**config.mk**
```make
export PLATFORM = sky130hd
export DESIGN_NAME = pcm_channel_remix_downmix
export DESIGN_NICKNAME = d
export VERILOG_FILES = /design/src/sv/pcrd_pkg.sv /design/src/sv/pcm_channel_remix_downmix.sv
export SDC_FILE = /design/constraint.sdc
export NUM_CORES = 2
export LEC_CHECK = 0
export ABC_AREA = 0
export BUFFER_PORTS_ARGS = -buffer_cell sky130_fd_sc_hd__buf_2
export CAP_MARGIN = 20
export CORE_MARGIN = 3
export CORE_UTILIZATION = 40
export DETAILED_ROUTE_END_ITERATION = 7
export SLEW_MARGIN = 20
export SYNTH_ARGS = -nofsm -noshare
export SYNTH_HDL_FRONTEND = slang
export SYNTH_SLANG_ARGS = --single-unit
```
**constraint.sdc**
```tcl
create_clock -name aclk -period 21.8 [get_ports aclk]
set_clock_uncertainty 0.2 [all_clocks]
set_input_delay 2.18 -clock aclk [delete_from_list [all_inputs] [get_ports aclk]]
set_output_delay 2.18 -clock aclk [all_outputs]
set_load 0.005 [all_outputs]
```
**src/sv/pcrd_pkg.sv**
```systemverilog
// Package for the PCM channel remix and downmix block.
// Holds sample types, the mix gain constants and the register index codes.
// No dependencies.
package pcrd_pkg;

    localparam int NUM_CH    = 8;
    localparam int MIX_SHIFT = 15;

    typedef logic signed [15:0] sample_t;
    typedef logic signed [16:0] out_t;
    typedef logic signed [31:0] prod_t;
    typedef logic        [3:0]  count_t;
    typedef logic        [3:0]  reg_index_t;

    localparam logic signed [15:0] MIX_GAIN  = 16'sd23167;
    localparam logic        [31:0] ROUND_ADD = 32'd1 << (MIX_SHIFT - 1);
    localparam logic signed [17:0] CLAMP_HI  = 18'sd32768;
    localparam logic signed [17:0] CLAMP_LO  = -18'sd32768;

    localparam reg_index_t REG_SRC_CHANNELS = 4'd0;
    localparam reg_index_t REG_DST_CHANNELS = 4'd1;

    localparam count_t CNT_RESET = 4'd2;

endpackage

```
**src/sv/pcm_channel_remix_downmix.sv**
```systemverilog
// Top level of the PCM channel remix and surround-to-stereo downmix block.
// Four-stage pipeline: mask, multiply, round, sum and clamp.
// Depends on pcrd_pkg.
//
// Usage:
//   The s_ channel carries one interleaved frame of eight signed 16-bit
//   samples and a last-frame mark per beat. The m_ channel returns one
//   remixed frame of eight signed 17-bit channels per beat, in units of
//   1/32768, with the last-frame mark copied through.
//   The cfg channel writes src_channels (index 0) and dst_channels
//   (index 1); writes to other indexes are dropped. cfg_ready is always
//   high. Write only while no frame is in flight.
//   With two output channels and three or more source channels, center,
//   rear left and rear right are scaled by 23167/32768 (rounded to nearest,
//   ties away from zero) and added to left and right, then clamped to
//   plus or minus 32768. Otherwise shared channels are copied and the
//   rest are zero.
//   Throughput is one frame per cycle while m_ready is high; the three constant
//   multipliers in the second stage take a new frame every cycle it advances.
//   Reset clears all valid bits and sets both channel counts to 2.
//   When the receiver holds m_ready low, each stage keeps its frame and
//   the pipeline fills its bubbles before s_ready drops.
module pcm_channel_remix_downmix
    import pcrd_pkg::*;
#(
    parameter int MAX_CHANNELS = 8
) (
    input  logic       aclk,
    input  logic       aresetn,

    input  logic       cfg_valid,
    output logic       cfg_ready,
    input  reg_index_t cfg_index,
    input  count_t     cfg_data,

    input  logic       s_valid,
    output logic       s_ready,
    input  sample_t    s_sample_0,
    input  sample_t    s_sample_1,
    input  sample_t    s_sample_2,
    input  sample_t    s_sample_3,
    input  sample_t    s_sample_4,
    input  sample_t    s_sample_5,
    input  sample_t    s_sample_6,
    input  sample_t    s_sample_7,
    input  logic       s_frame_last,

    output logic       m_valid,
    input  logic       m_ready,
    output out_t       m_out_0,
    output out_t       m_out_1,
    output out_t       m_out_2,
    output out_t       m_out_3,
    output out_t       m_out_4,
    output out_t       m_out_5,
    output out_t       m_out_6,
    output out_t       m_out_7,
    output logic       m_out_last
);

    localparam count_t CNT_MAX = count_t'(MAX_CHANNELS);

    count_t src_reg;
    count_t dst_reg;

    logic   v1_reg, v2_reg, v3_reg, m_valid_reg;
    logic   adv1, adv2, adv3, adv_o;

    sample_t    in_smp [NUM_CH];
    count_t     ns, nd;
    sample_t    smp1_next [NUM_CH];
    logic [NUM_CH-1:0] keep1_next;
    logic       mix1_next;

    sample_t    smp1_reg [NUM_CH];
    logic [NUM_CH-1:0] keep1_reg;
    logic       mix1_reg;
    logic       last1_reg;

    sample_t    smp2_reg [NUM_CH];
    logic [NUM_CH-1:0] keep2_reg;
    logic       mix2_reg;
    logic       last2_reg;
    prod_t      prod_c_reg, prod_l_reg, prod_r_reg;

    sample_t    smp3_reg [NUM_CH];
    logic [NUM_CH-1:0] keep3_reg;
    logic       mix3_reg;
    logic       last3_reg;
    out_t       term_c_reg, term_l_reg, term_r_reg;
    out_t       term_c_next, term_l_next, term_r_next;

    logic signed [17:0] sum_l, sum_r;
    out_t       clamp_l, clamp_r;
    out_t       out_next [NUM_CH];
    out_t       out_reg  [NUM_CH];
    logic       last_o_reg;

    function automatic count_t eff_count(input count_t n, input count_t lim);
        count_t r;
        r = n;
        if (r == 4'd0) begin
            r = 4'd1;
        end
        if (r > lim) begin
            r = lim;
        end
        return r;
    endfunction

    function automatic out_t round_term(input prod_t p);
        logic        neg;
        logic [31:0] mag;
        logic [31:0] rnd;
        neg = p[31];
        mag = neg ? 32'(-p) : 32'(p);
        rnd = (mag + ROUND_ADD) >> MIX_SHIFT;
        return neg ? -out_t'(rnd[16:0]) : out_t'(rnd[16:0]);
    endfunction

    function automatic out_t clamp18(input logic signed [17:0] v);
        if (v > CLAMP_HI) begin
            return out_t'(CLAMP_HI[16:0]);
        end else if (v < CLAMP_LO) begin
            return out_t'(CLAMP_LO[16:0]);
        end
        return v[16:0];
    endfunction

    assign cfg_ready = 1'b1;

    always_ff @(posedge aclk) begin
        if (!aresetn) begin
            src_reg <= CNT_RESET;
            dst_reg <= CNT_RESET;
        end else if (cfg_valid && cfg_ready) begin
            case (cfg_index)
                REG_SRC_CHANNELS: src_reg <= cfg_data;
                REG_DST_CHANNELS: dst_reg <= cfg_data;
                default: ;
            endcase
        end
    end

    assign adv_o   = !m_valid_reg || m_ready;
    assign adv3    = !v3_reg || adv_o;
    assign adv2    = !v2_reg || adv3;
    assign adv1    = !v1_reg || adv2;
    assign s_ready = adv1;
    assign m_valid = m_valid_reg;

    always_ff @(posedge aclk) begin
        if (!aresetn) begin
            v1_reg      <= 1'b0;
            v2_reg      <= 1'b0;
            v3_reg      <= 1'b0;
            m_valid_reg <= 1'b0;
        end else begin
            if (adv1) begin
                v1_reg <= s_valid;
            end
            if (adv2) begin
                v2_reg <= v1_reg;
            end
            if (adv3) begin
                v3_reg <= v2_reg;
            end
            if (adv_o) begin
                m_valid_reg <= v3_reg;
            end
        end
    end

    // Stage 1: mask unused source channels and decode the mix mode.
    always_comb begin
        in_smp[0] = s_sample_0;
        in_smp[1] = s_sample_1;
        in_smp[2] = s_sample_2;
        in_smp[3] = s_sample_3;
        in_smp[4] = s_sample_4;
        in_smp[5] = s_sample_5;
        in_smp[6] = s_sample_6;
        in_smp[7] = s_sample_7;
        ns = eff_count(src_reg, CNT_MAX);
        nd = eff_count(dst_reg, CNT_MAX);
        mix1_next = (nd == 4'd2) && (ns >= 4'd3);
        for (int i = 0; i < NUM_CH; i++) begin
            smp1_next[i]  = (count_t'(i) < ns) ? in_smp[i] : '0;
            keep1_next[i] = (count_t'(i) < nd);
        end
    end

    always_ff @(posedge aclk) begin
        if (adv1) begin
            smp1_reg  <= smp1_next;
            keep1_reg <= keep1_next;
            mix1_reg  <= mix1_next;
            last1_reg <= s_frame_last;
        end
    end

    // Stage 2: scale center and rear channels by the mix gain.
    always_ff @(posedge aclk) begin
        if (adv2) begin
            smp2_reg   <= smp1_reg;
            keep2_reg  <= keep1_reg;
            mix2_reg   <= mix1_reg;
            last2_reg  <= last1_reg;
            prod_c_reg <= prod_t'(smp1_reg[2]) * prod_t'(MIX_GAIN);
            prod_l_reg <= prod_t'(smp1_reg[4]) * prod_t'(MIX_GAIN);
            prod_r_reg <= prod_t'(smp1_reg[5]) * prod_t'(MIX_GAIN);
        end
    end

    // Stage 3: round each scaled term on its own.
    always_comb begin
        term_c_next = round_term(prod_c_reg);
        term_l_next = round_term(prod_l_reg);
        term_r_next = round_term(prod_r_reg);
    end

    always_ff @(posedge aclk) begin
        if (adv3) begin
            smp3_reg   <= smp2_reg;
            keep3_reg  <= keep2_reg;
            mix3_reg   <= mix2_reg;
            last3_reg  <= last2_reg;
            term_c_reg <= term_c_next;
            term_l_reg <= term_l_next;
            term_r_reg <= term_r_next;
        end
    end

    // Stage 4: sum, clamp and select the output frame.
    always_comb begin
        sum_l = 18'(smp3_reg[0]) + 18'(term_c_reg) + 18'(term_l_reg);
        sum_r = 18'(smp3_reg[1]) + 18'(term_c_reg) + 18'(term_r_reg);
        clamp_l = clamp18(sum_l);
        clamp_r = clamp18(sum_r);
        for (int i = 0; i < NUM_CH; i++) begin
            out_next[i] = keep3_reg[i] ? out_t'(smp3_reg[i]) : '0;
        end
        if (mix3_reg) begin
            out_next[0] = clamp_l;
            out_next[1] = clamp_r;
        end
    end

    always_ff @(posedge aclk) begin
        if (adv_o) begin
            out_reg    <= out_next;
            last_o_reg <= last3_reg;
        end
    end

    assign m_out_0    = out_reg[0];
    assign m_out_1    = out_reg[1];
    assign m_out_2    = out_reg[2];
    assign m_out_3    = out_reg[3];
    assign m_out_4    = out_reg[4];
    assign m_out_5    = out_reg[5];
    assign m_out_6    = out_reg[6];
    assign m_out_7    = out_reg[7];
    assign m_out_last = last_o_reg;

endmodule
```
# Word level (Yosys, flattened, before mapping)
# Cells that the tools add are included.
classes:
  addsub: 13
  multipliers: 3
  n_lt_le_gt_ge: 23
  n_eq_ne: 2
  muxes: 23
  reduce_logical: 14
op_table:
  columns: ["operator", "n"]
  rows:
  - ["17-bit 2-to-1 mux", 11]
  - ["32-bit by 15-bit adder with 32-bit output (second input constant)", 3]
  - ["16-bit by 16-bit multiplier with 32-bit output (second input constant)", 3]
  - ["32-bit 2-to-1 mux", 3]
  - ["32-bit negation", 3]
  - ["17-bit negation", 3]
  - ["16-bit by 17-bit adder with 18-bit output", 2]
  - ["18-bit by 17-bit adder with 18-bit output", 2]
  - ["18-bit by 17-bit > comparator with 1-bit output (second input constant)", 2]
  - ["18-bit by 16-bit less-than comparator with 1-bit output (second input constant)", 2]
  - ["34-bit 2-to-1 mux", 1]
  - ["3-bit by 4-bit less-than comparator with 1-bit output (first input constant)", 8]
  - ["1-bit by 4-bit less-than comparator with 1-bit output (first input constant)", 4]
  - ["2-bit by 4-bit less-than comparator with 1-bit output (first input constant)", 4]
  - ["4-bit 2-to-1 mux", 4]
  - ["4-bit logical NOT", 3]
  - ["4-bit > comparator (second input constant)", 2]
  - ["4-bit by 1-bit == test with 1-bit output (second input constant)", 1]
  - ["4-bit by 2-bit == test with 1-bit output (second input constant)", 1]
  - ["4-bit by 2-bit greater-or-equal comparator with 1-bit output (second input constant)", 1]
  - ["1-bit logical NOT", 4]
  - ["1-bit logical OR", 4]
  - ["1-bit 2-to-1 mux", 4]
  - ["2-bit AND reduction", 2]
  - ["1-bit logical AND", 1]
word_totals:
  regBits: 704
  input_bits: 142
  output_inout_bits: 140

# Depth between registers and ports, before layout
logic_depth:
  word_depth: 7
  mapped_depth: 25
  depth_no_buf: 24

# Worst setup path after synthesis
# OpenSTA, ideal clock, no wires.
synth_path:
  kind: "register to register"
  start: "reg smp1_reg[47] (netlist bit)"
  end: "reg prod_r_reg[30], data pin"
  t_arrival_ns: 7.532
  setup_slack_ns: 13.809
  path_stages_with_launch: 23
  period_less_slack_ns: 7.991
  cell_sequence: "edfxtp_1 clkbuf_1 clkbuf_1 inv_1 fa_1 inv_1 fa_1 fa_1 fa_1 fa_1 inv_1 fa_1 inv_1 ha_1 and3_1 and2_1 a2111o_1 o2111ai_1 a21boi_0 or4_1 a41o_1 a21oi_1 xnor2_1"
synth_via:
  elab_chain_cells: 1
synth_rtl:
  columns: ["element", "line", "rtl"]
  rows:
  - ["start, declared", "pcm_channel_remix_downmix.sv:75", "sample_t smp1_reg [NUM_CH];"]
  - ["start signal, assigned", "pcm_channel_remix_downmix.sv:195", "smp1_reg <= smp1_next;"]
  - ["16-bit by 16-bit multiplier with 32-bit output", "pcm_channel_remix_downmix.sv:211", "prod_r_reg <= prod_t'(smp1_reg[5]) * prod_t'(MIX_GAIN);"]
  - ["end signal, assigned", "pcm_channel_remix_downmix.sv:211", null]
  - ["end, declared", "pcm_channel_remix_downmix.sv:84", "prod_t prod_c_reg, prod_l_reg, prod_r_reg;"]
# No other way between the ends.
# A chain may end at the register's enable or synchronous reset.

# Worst setup path after layout
# Same ends and word-level chain as after synthesis.

==> metrics list <==
- Outcome: completed
- The die is 353 µm wide.
* Register clock-pin slew on the reported worst setup and hold paths: 0.06 ns
- EDFF count, synth: 689
- The via count of the first global-routing pass came to just under 30000.
- Using the TritonRoute via totals, the vias-per-cell ratio works out to approximately 4.9.
- Setup repair after global routing left no endpoint under its margin.
- Post-detailed-route wirelength per cell: around 17 µm
* Number of buffers created by CTS: 80
- Cell at the root of the clock tree: clkbuf_16
* Kind of cell adding the most delay to the critical path: adder cells
- Fraction of final layout cells sized beyond drive strength 1: 11.8%
- Of the synthesized area, sequential elements account for between 40 and 50%.
- Cell repeated most along the worst path: fa_1
* Final setup slack of the worst path: 14.39 ns
- At the end of the flow, the number of nets in the layout was 5207.
* Worst-path cell chain: buf_4 > inv_1 > fa_1 > inv_1 > fa_1 > fa_1 > fa_1 > fa_1 > inv_1 > fa_1 > inv_1 > ha_1 > and3_1 > and2_1 > a2111o_1 > o2111ai_1 > a21boi_0 > or4_1 > a41o_1 > a21oi_1 > xnor2_1
- From bottom edge to top edge, the die measures 353 µm.
- In this run the deepest clock path goes through 3 buffers.
- The min-delay analysis places its worst path in the category reg2reg.
- Pin count of the biggest net entering global routing: 123
- Number of failing hold endpoints at the final stage: 0
- Once the clock tree was built, the setup fixing pass inserted 0 buffers.
- Clk Latency, worst-skew pair: 0.67 ns
* Reg-to-Reg Start: smp1_reg[47]
- Site Rows: approximately 130
* Starting density of the core: a little over 40%
* Critical Path Slowest Stage Cell: fa_1
- Synth Cell Area: 48100 µm²
* Data arrival time of the critical path: approximately 7.6 ns
* Area growth from synthesis to layout: 12.2%
* Maximum VDD drop: about 0.000064 V
- The total area inside the core boundary comes to 119000 µm².
- I/O pin count: between 200 and 300
- Post-Route Hold Slack: 0.200 ns
- Number of synthesized register bits: 701
- Hold-fix buffer count after cts: 0
- For this design the ratio of total power to cell area is 68.4 nW/µm².
- Count of routing violations after the opening detailed-route iteration: 1626
- The worst setup path is launched from a flip-flop.
* Number of antenna violations at the first check in global routing: 9
* Min Clock Period, post-route: about 7.4 ns
- Global-route wire length before repair: 164000 µm
* Ys async rst share: 0%
* Post-placement cell area: 51200 µm²
- In this run the remaining antenna-violating nets after routing total 0.
- Die Footprint: 124000 µm²
- The HPWL after detailed placement is about 79000 µm.
- Final number of max-transition violations: 0
* Placer Congestion: 0.873
- At the pin with the least slew margin, the transition time is ~0.91 ns.
- Mean instance size in the synthesized netlist: 12.2 µm²
* Finish-stage setup viols: 0
* Combined buffer and inverter count along the critical path: 5
* Accumulated negative setup slack: 0 ns
- The analysis attributes to cell leakage a power of approximately 26 nW.
* Post-detailed-routing wire length: 103000 µm
* Via count: 29052
* Classification of the worst setup path: reg2reg
- For this run the aggregate overflow at the end of global routing stands at 0.
- Fraction of the core area covered by cells at the end of the flow: 45.4%
- Total of warnings raised by yosys: 0
* Worst hold path startpoint: keep2_reg[0]
- Initial DRT Pass Iterations: 5
- Dividing the final minimum period by the clock period gives 34.0%.
* Yosys cell types: between 90 and 100
- TritonCTS clock tree: yes
- PostCTS Resize Cnt: 0
- On the worst path, the slowest cell contributes a delay of 0.59 ns.
- Dpl ws: 14.32 ns
- Total GRT Usage: 16.6%
- The finished cells cover approximately 54000 µm².
* Most used flip-flop cell after synthesis: edfxtp_1
- The worst setup path is captured at a flip-flop.
- In this run the worst path has a maximum fanout of 54.
- Number of inserted filler cells in the final layout: 10909
- For this run, the top clock speed supported by timing is 135 MHz.
- For this run, design rule violations remaining after detail routing come to 0.
- Worst setup path start: smp1_reg[47]
- At the worst endpoint, the required time is roughly 22 ns.
- H-tree Lvls: 3
- Max-cap violations in this run came to 0.
- CTS saw 701 sinks.
* PortBufs: 280
* Number of cells produced by synthesis: 3947
* Relative slew margins: 39.4%
-- per-stage QoR --
stage,cells,total power [mW]
2_1_floorplan,3948,2.19
3_3_place_gp,5739,2.37
3_5_place_dp,5739,2.38
4_1_cts,5886,3.74
5_1_grt,5888,3.90
6_report,5893,3.69
-- final cells by class --
class	count	area, µm²	area share (%)
multi-input cells	2457	24200	44.8
diodes	7	17.5	0.0325
well taps	1600	2000	3.71
flip-flops and latches	701	20900	38.8
inverters	682	2570	4.77
clock buffers	89	2040	3.77
clock inverters	58	651	1.21
repair buffers	299	1560	2.89
-- final timing paths --
kind	cells past startpoint	endpoint	slack, ns
min	0	keep3_reg[0]	0.20
max reg2reg	21	prod_r_reg[30]	14.39
max	21	prod_r_reg[30]	14.39
min reg2reg	0	keep3_reg[0]	0.20
-- worst reg2reg max path, stage by stage, from the launching register on --
cell and delay, ns:
edfxtp_1 0.32, buf_4 0.53, inv_1 0.41, fa_1 0.59
inv_1 0.07, fa_1 0.46, fa_1 0.50, fa_1 0.51
fa_1 0.49, inv_1 0.05, fa_1 0.47, inv_1 0.04
ha_1 0.33, and3_1 0.19, and2_1 0.20, a2111o_1 0.43
o2111ai_1 0.27, a21boi_0 0.17, or4_1 0.45, a41o_1 0.24
a21oi_1 0.17, xnor2_1 0.08
-- Yosys cell counts (33+ instances only) --
library cell / count / share of area [%]
fa_1: 409 / 17
inv_1: 680 / 5.3
and2_1: 142 / 1.8
nor2_1: 160 / 1.2
xor2_1: 103 / 1.9
nor2b_1: 115 / 1.5
edfxtp_1: 689 / 43
nor4_1: 33 / 0.43
nand3_1: 48 / 0.50
nor3_1: 43 / 0.45
o21ai_0: 85 / 0.88
or2_2: 43 / 0.56
a21oi_1: 115 / 1.2
clkbuf_1: 90 / 0.70
xnor2_1: 169 / 3.1
nand2_1: 104 / 0.81
a21o_1: 45 / 0.70
ha_1: 435 / 11
-- layout by cell type (no fill, tap or decap), drive strengths merged, types with 104 or more instances in the layout --
cell type	netlist	final
inv	680	687
xnor2	170	170
nor2	160	160
fa	409	409
nor2b	115	115
a21oi	115	115
buf	18	299
edfxtp	689	689
ha	435	435
nand2	104	104
and2	142	142
-- logic make-up (layout without fill, tap and decap cells) --
logic type / after synthesis / after routing / synth area share (%)
AND/OR/NAND/NOR: 830 / 830 / 9.50
other: 1 / 9 / 0.00780
multiplexers: 19 / 19 / 0.406
AO/OA/AOI/OAI: 487 / 487 / 6.90
XOR/XNOR: 274 / 274 / 5.03
flip-flops: 701 / 701 / 43.5
buffers and inverters: 790 / 1128 / 6.26
adder cells (fa/ha/maj): 845 / 845 / 28.4
-- where the power goes --
group          switching (mW)  internal [mW]  total (mW)
Sequential             0.0795           1.55        1.63
Clock                   0.576          0.763        1.34
Combinational           0.414          0.304       0.718
Total                    1.07           2.62        3.69
-- per-layer routing --
layer / track usage, % / routed length, µm / up-vias / part of all wire (%)
met5: 0 / 0 / - / 0
met4: 3.73 / 1680 / 0 / 1.6
met3: 2.19 / 4640 / 103 / 4.5
met2: 26.8 / 48000 / 571 / 47
met1: 23.8 / 48700 / 14440 / 47
li1: - / - / 13938 / -
(Power assumes the default switching activity.)
